==> config.mk <==
export PLATFORM = sky130hd
export DESIGN_NAME = bffa_bitmap_store
export DESIGN_NICKNAME = d
export VERILOG_FILES = /design/src/sv/bffa_pkg.sv /design/src/sv/bffa_bitmap_store.sv
export SDC_FILE = /design/constraint.sdc
export NUM_CORES = 1
export LEC_CHECK = 0
export BUFFER_PORTS_ARGS = -buffer_cell sky130_fd_sc_hd__buf_4
export CAP_MARGIN = 15
export CORE_MARGIN = 2
export CORE_UTILIZATION = 62
export DETAILED_ROUTE_END_ITERATION = 7
export GPL_TIMING_DRIVEN = 0
export PLACE_DENSITY = 0.89
export SLEW_MARGIN = 20
export SYNTH_ARGS = -nofsm -noshare
export SYNTH_HDL_FRONTEND = slang
export SYNTH_SLANG_ARGS = --single-unit
==> constraint.sdc <==
create_clock -name clk -period 4.7 [get_ports clk]
set_input_delay 0.705 -clock clk [delete_from_list [all_inputs] [get_ports clk]]
set_output_delay 0.705 -clock clk [all_outputs]
set_load 0.1 [all_outputs]
==> src/sv/bffa_pkg.sv <==
`default_nettype none

package bffa_pkg;

  // field widths fixed by the item format
  localparam int INDEX_W     = 10;
  localparam int COUNT_W     = 11;
  localparam int MODE_W      = 2;
  localparam int STATUS_W    = 2;
  localparam int CFG_INDEX_W = 1;
  localparam int CFG_DATA_W  = 11;

  // bitmap organisation: 32 usage bits per memory word
  localparam int WORD_W     = 32;
  localparam int WORD_SHIFT = 5;
  localparam int INDEX_SPAN = 1 << INDEX_W;
  localparam int POOL_SIZE_DEF = 1024;
  localparam int MAX_WORDS  = INDEX_SPAN / WORD_W;

  // reset values
  localparam logic [COUNT_W-1:0] COUNT_RESET  = COUNT_W'(1014);
  localparam logic [INDEX_W-1:0] LOWEST_RESET = INDEX_W'(1);
  localparam logic [COUNT_W-1:0] COUNT_MAX    = {COUNT_W{1'b1}};

  // configuration register indexes
  localparam logic [CFG_INDEX_W-1:0] CFG_LOWEST_INDEX = 1'b0;
  localparam logic [CFG_INDEX_W-1:0] CFG_INITIAL_FREE = 1'b1;

  typedef enum logic [MODE_W-1:0] {
    MODE_ALLOC = 2'd0,
    MODE_FREE  = 2'd1,
    MODE_INIT  = 2'd2
  } mode_t;

  typedef enum logic [STATUS_W-1:0] {
    STATUS_OK        = 2'd0,
    STATUS_FULL      = 2'd1,
    STATUS_NOT_ALLOC = 2'd2
  } status_t;

  typedef enum logic [1:0] {
    ST_IDLE,
    ST_SCAN,
    ST_FREE
  } state_t;

  // control from the sequencer to the bitmap store
  typedef struct packed {
    logic we;
    logic clear;
  } mem_ctl_t;

endpackage

`default_nettype wire

==> src/sv/bffa_bitmap_store.sv <==
`default_nettype none

module bffa_bitmap_store import bffa_pkg::*; #(
  parameter int DEPTH = MAX_WORDS
) (
  input  wire logic                                   clk,
  input  wire logic                                   rst_n,
  input  wire mem_ctl_t                               ctl,
  input  wire logic [((DEPTH > 1) ? $clog2(DEPTH) : 1)-1:0] rd_addr,
  input  wire logic [((DEPTH > 1) ? $clog2(DEPTH) : 1)-1:0] wr_addr,
  input  wire logic [WORD_W-1:0]                      wr_data,
  output logic      [WORD_W-1:0]                      rd_data
);

  localparam int AW = (DEPTH > 1) ? $clog2(DEPTH) : 1;

  logic [WORD_W-1:0] mem [DEPTH];
  logic [WORD_W-1:0] raw_r;
  logic [DEPTH-1:0]  valid_r, valid_nxt;
  logic              rd_valid_r;
  logic              rd_zero_r;

  // word storage, one write and one registered read per cycle
  always_ff @(posedge clk) begin
    if (ctl.we) begin
      mem[wr_addr] <= wr_data;
    end
    raw_r      <= mem[rd_addr];
    rd_valid_r <= valid_r[rd_addr];
    rd_zero_r  <= (rd_addr == AW'(0));
  end

  // per-word written flags, cleared all at once by initialise
  always_comb begin
    valid_nxt = valid_r;
    if (ctl.clear) begin
      valid_nxt = '0;
    end else if (ctl.we) begin
      valid_nxt[wr_addr] = 1'b1;
    end
  end

  always_ff @(posedge clk) begin
    if (!rst_n) begin
      valid_r <= '0;
    end else begin
      valid_r <= valid_nxt;
    end
  end

  // unwritten words read as the pool's initial image: entry zero used
  assign rd_data = rd_valid_r ? raw_r : (rd_zero_r ? WORD_W'(1) : '0);

endmodule

`default_nettype wire

# Yosys cells after proc, flatten, opt, wreduce, memory -nomap -nowiden
# Memory sizes are Yosys's and may differ from the RTL's. A register that Yosys moved wholly into a read port is not among the register bits.
# Index checks and enable logic that the tools add are counted.
# W data, S select, Z words.
# totals
ram_bits	1024
memories	1
inputBits	46
wordCells	20
out_inout_bits	32
regBits	34
# op_classes
reduce_logical	3
muxes	8
magnitude_cmp	3
bitwise_logic	2
# memory_table
name	depth	word_bits	rd	rd_clocked_by_memory_dff	write_ports	line	rtl
mem	32	32	1	1	1	bffa_bitmap_store.sv:17	logic [WORD_W-1:0] mem [DEPTH];
# ops
op	n
$mux W32	1
$or A32 B32 Y32	1
$lt A5 B6 Y1 const B	2
$bmux W1 S5	1
$demux W1 S5	1
$ge A5 B1 Y1 const B	1
$logic_not A5 Y1	1
$mux W1	5
$reduce_or A2 Y1	1
$logic_and A1 B1 Y1	1
$not A1 Y1	1

# Depth between registers and ports, before layout
# depth
word_depth	5
ltp_mapped	8
depth_no_buf	4

# Worst setup path after synthesis
# Ideal clock, no wire load.
# synth_timing
path_type	input port to flip-flop
startpoint	input port wr_addr[0] (netlist bit)
endpoint	memory mem[12][0], enable pin
setup_time_ns	0.423
t_required_ns	4.277
arrival_ns	2.749
n_path_buf	1
slack_ns	1.528
cell_stages	3
cell_sequence	or3b_2 > clkbuf_1 > nor2_1
# synth_lines
item	line	rtl
from (decl)	bffa_bitmap_store.sv:10	input wire logic [((DEPTH > 1) ? $clog2(DEPTH) : 1)-1:0] wr_addr,
to (decl)	bffa_bitmap_store.sv:17	
# Straight into the memory's write port.

# Worst setup path in the final report
# layout_timing
startpoint	register rd_valid_r
endpoint	output port rd_data[8]
# layout_between
elab_chain_cells	1
# layout_rtl
item	line	rtl
from (decl)	bffa_bitmap_store.sv:20	logic rd_valid_r;
from (signal assigned)	bffa_bitmap_store.sv:29	rd_valid_r <= valid_r[rd_addr];
$mux W32	bffa_bitmap_store.sv:52	assign rd_data = rd_valid_r ? raw_r : (rd_zero_r ? WORD_W'(1) : '0);
to (decl)	bffa_bitmap_store.sv:12	output logic [WORD_W-1:0] rd_data
# Every way passes these cells.

==> metrics.yaml <==
gr-max-usage-layer: "met2"
holdBufCountCts: 0
tritoncts: "yes"
number_of_enable_type_register_cells_in_the_synthesized_netlist: 1024
chipHeight_um: 261
hold_viol_final: 0
worst_slack_ps: 1140
p_total_mw: 20.5
final_cell_mix: "sky130_fd_sc_hd__edfxtp_1, sky130_fd_sc_hd__mux4_2, sky130_fd_sc_hd__mux2i_1"
post_synth_inst_count: 1878
multi_input_comb_area_sq_um: 8490
htree_levels: 3
antenna_found_initial: 6
dominantRegCellSynth: "sky130_fd_sc_hd__edfxtp_1"
crit_path_max_fanout: 11
critPathArrivalTime_ps: 2860
maxCapViolations: 0
hold_path_class: "in -> reg"
row_count: 94
layout.cells.most_common: "sky130_fd_sc_hd__edfxtp_1"
endpoint_kind: "primary output"
final-max-slew-violation-count: 0
regToRegSetupSlack_ps: 2420
netlist_area_sq_um: 41000
post_cts_resized: 0
initial_utilization: 0.624
drc: 0
tightest_slew_ps: 1240
route.detailed.vias_per_inst: 7.70
post-cts-setup-buffer-count: 0
placed_cell_area_sq_um: 43500
clk-insertion-delay-late_ps: 680
gp_routability_congestion: 0.871
maximum_vdd_ir_drop_mv: 0.276
gr-usage-met1: 0.459
crit_path_cell_trace: "clkbuf_1 -> and2_1 -> buf_4"
timing.setup.critical_path_class: "reg -> out"
die_width_um: 261
share_of_synthesized_flip_flops_with_an_asynchronous_set_or_reset: 0
setup_violation_total_in_the_final_timing_report: 0
global_route.overflow_total: 0
max_freq_ghz: 0.281
post-place-cells: 2849
layout-drive-gt1-share: 0.264
seqCellArea_sq_um: 32100
design.core.area_sq_um: 65600
dp_worst_setup_slack_ps: 1280
count_of_unique_library_cells_instantiated_by_yosys: 32
relSlewSlack: 0.172
worstRegToRegCells: 4
critical-path-slowest-cell: "sky130_fd_sc_hd__clkbuf_1"
grt.total_usage: 0.361
gr-usage-met3: 0.120
place.detailed.hpwl_um: 67200
route.detailed.wl_per_inst_um: 40.3
clkTransAtPathRegs_ps: 70
die_area_sq_um: 68100
synth.avg_cell_area_sq_um: 21.8
ant_nets: 0
worst-path-stages: 3
dr.first_iter.drc_count: 4783
worst_ep_required_time_ps: 3990
fin_worst_skew_ps: 33.8
postSynthNetCount: 1924
cts_sinks: 1090
clock-root-buffer: "sky130_fd_sc_hd__clkbuf_16"
pin_count_of_the_biggest_net_entering_global_routing: 33
final_nets: 2131
critPathTopFamily: "buffers and inverters"
ys_seq_area_frac: 0.783
vias_in_the_first_global_route: 23000
yosys_warnings: 0
floorplan.io_pins: 78
worstHoldStart: "wr_data[24]"
setup.worst_path.start_class: "register"
clk_path_buf_depth: 3
ffs_latches_synth: 1090
path_buf_inv: 2
holdWs_ps: 454
worst_path_largest_cell_delay_ps: 780
place.port_buffers: 74
whs_path_depth: 1
total_power_density_per_cell_area_nw_per_um2: 437
final.setup.tns_ps: 0
finalNonFillerCells: 3037
drt-pass1-iter-count: 6
fin_crit_ps: 3560
min_period_over_period: 0.758
route.final.wire_length_um: 122000
layout.cell_area.non_filler_sq_um: 46900
status: "finished clean"
post-route-util: 0.714
cp-startpoint: "rd_valid_r"
flow.area_growth_from_synthesis_pct: 14.4
critical_path.reg2reg.startpoint: "valid_r[14]"
fillers: 3259
via_count: 23400
grt_use_met2: 0.552
power.static_leakage_nw: 15.1
rsz_0062_raised_after_global_routing: "false"
cts-buffers-inserted: 98
grt_first_pass_wirelength_um: 170000
==> cells by family after synthesis <==
logic type	count (synthesis)	share of synthesized area
AO/OA/AOI/OAI	263	0.0486
buffers and inverters	108	0.0157
flip-flops	1090	0.783
multiplexers	331	0.141
AND/OR/NAND/NOR	86	0.0114
==> per-layer routing <==
layer | routed length (um) | vias up | share of wire
met5 | 162 | - | 0.0013
met4 | 9100 | 10 | 0.074
met3 | 20400 | 647 | 0.17
met2 | 56000 | 2885 | 0.46
met1 | 36700 | 11500 | 0.30
li1 | - | 8359 | -
==> worst paths after layout <==
path                      end
hold reg to reg   valid_r[23]
hold / removal     mem[9][24]
setup reg to reg   rd_valid_r
setup / recovery   rd_data[8]
==> flip-flops by register name, summed over array words and instances (netlist names) <==
| signal | flops |
|---|---|
| rd_zero_r | 1 |
| mem | 1024 |
| rd_valid_r | 1 |
| valid_r | 32 |
| raw_r | 32 |
==> cells in the mapped netlist, types with 2 or more instances <==
cell type / n / area [sq um]
sky130_fd_sc_hd__a2111oi_2: 12 / 180
sky130_fd_sc_hd__a211oi_1: 20 / 150
sky130_fd_sc_hd__a21oi_1: 45 / 225
sky130_fd_sc_hd__a22o_1: 13 / 114
sky130_fd_sc_hd__a22oi_1: 73 / 548
sky130_fd_sc_hd__and2_1: 32 / 200
sky130_fd_sc_hd__buf_12: 3 / 60.1
sky130_fd_sc_hd__buf_2: 21 / 105
sky130_fd_sc_hd__buf_4: 20 / 150
sky130_fd_sc_hd__buf_6: 11 / 124
sky130_fd_sc_hd__clkbuf_1: 52 / 195
sky130_fd_sc_hd__dfxtp_1: 66 / 1320
sky130_fd_sc_hd__edfxtp_1: 1024 / 30700
sky130_fd_sc_hd__mux2i_1: 132 / 1320
sky130_fd_sc_hd__mux4_2: 198 / 4460
sky130_fd_sc_hd__nand3_1: 2 / 10.0
sky130_fd_sc_hd__nand3b_1: 6 / 45.0
sky130_fd_sc_hd__nor2_1: 34 / 128
sky130_fd_sc_hd__nor2b_1: 2 / 12.5
sky130_fd_sc_hd__o21a_1: 32 / 240
sky130_fd_sc_hd__o221ai_1: 33 / 289
sky130_fd_sc_hd__o22ai_1: 33 / 206
sky130_fd_sc_hd__or3_1: 2 / 12.5
sky130_fd_sc_hd__or3b_1: 3 / 26.3
sky130_fd_sc_hd__or3b_2: 2 / 17.5
==> worst reg2reg max path, cell delays in order (launching register included) <==
cell and delay, ps:
sky130_fd_sc_hd__dfxtp_1 370, sky130_fd_sc_hd__mux4_2 490, sky130_fd_sc_hd__a22o_1 280, sky130_fd_sc_hd__a2111oi_2 810
sky130_fd_sc_hd__a21oi_1 150
==> cell type report <==
type | instances | share of cell area
Buffer | 108 | 0.0137
Antenna cell | 4 | 0.000214
Clock buffer | 127 | 0.0590
Timing Repair Buffer | 107 | 0.0270
Sequential cell | 1090 | 0.684
Multi-Input combinational cell | 680 | 0.181
Tap cell | 864 | 0.0231
Clock inverter | 57 | 0.0118
==> where the power goes <==
part           internal [mW]  switching [mW]  leakage [nW]
Clock                   4.71            3.71          1.64
Combinational          0.380           0.888          3.71
Sequential              10.7          0.0543          9.77
Power figures use the tool's default switching activity.
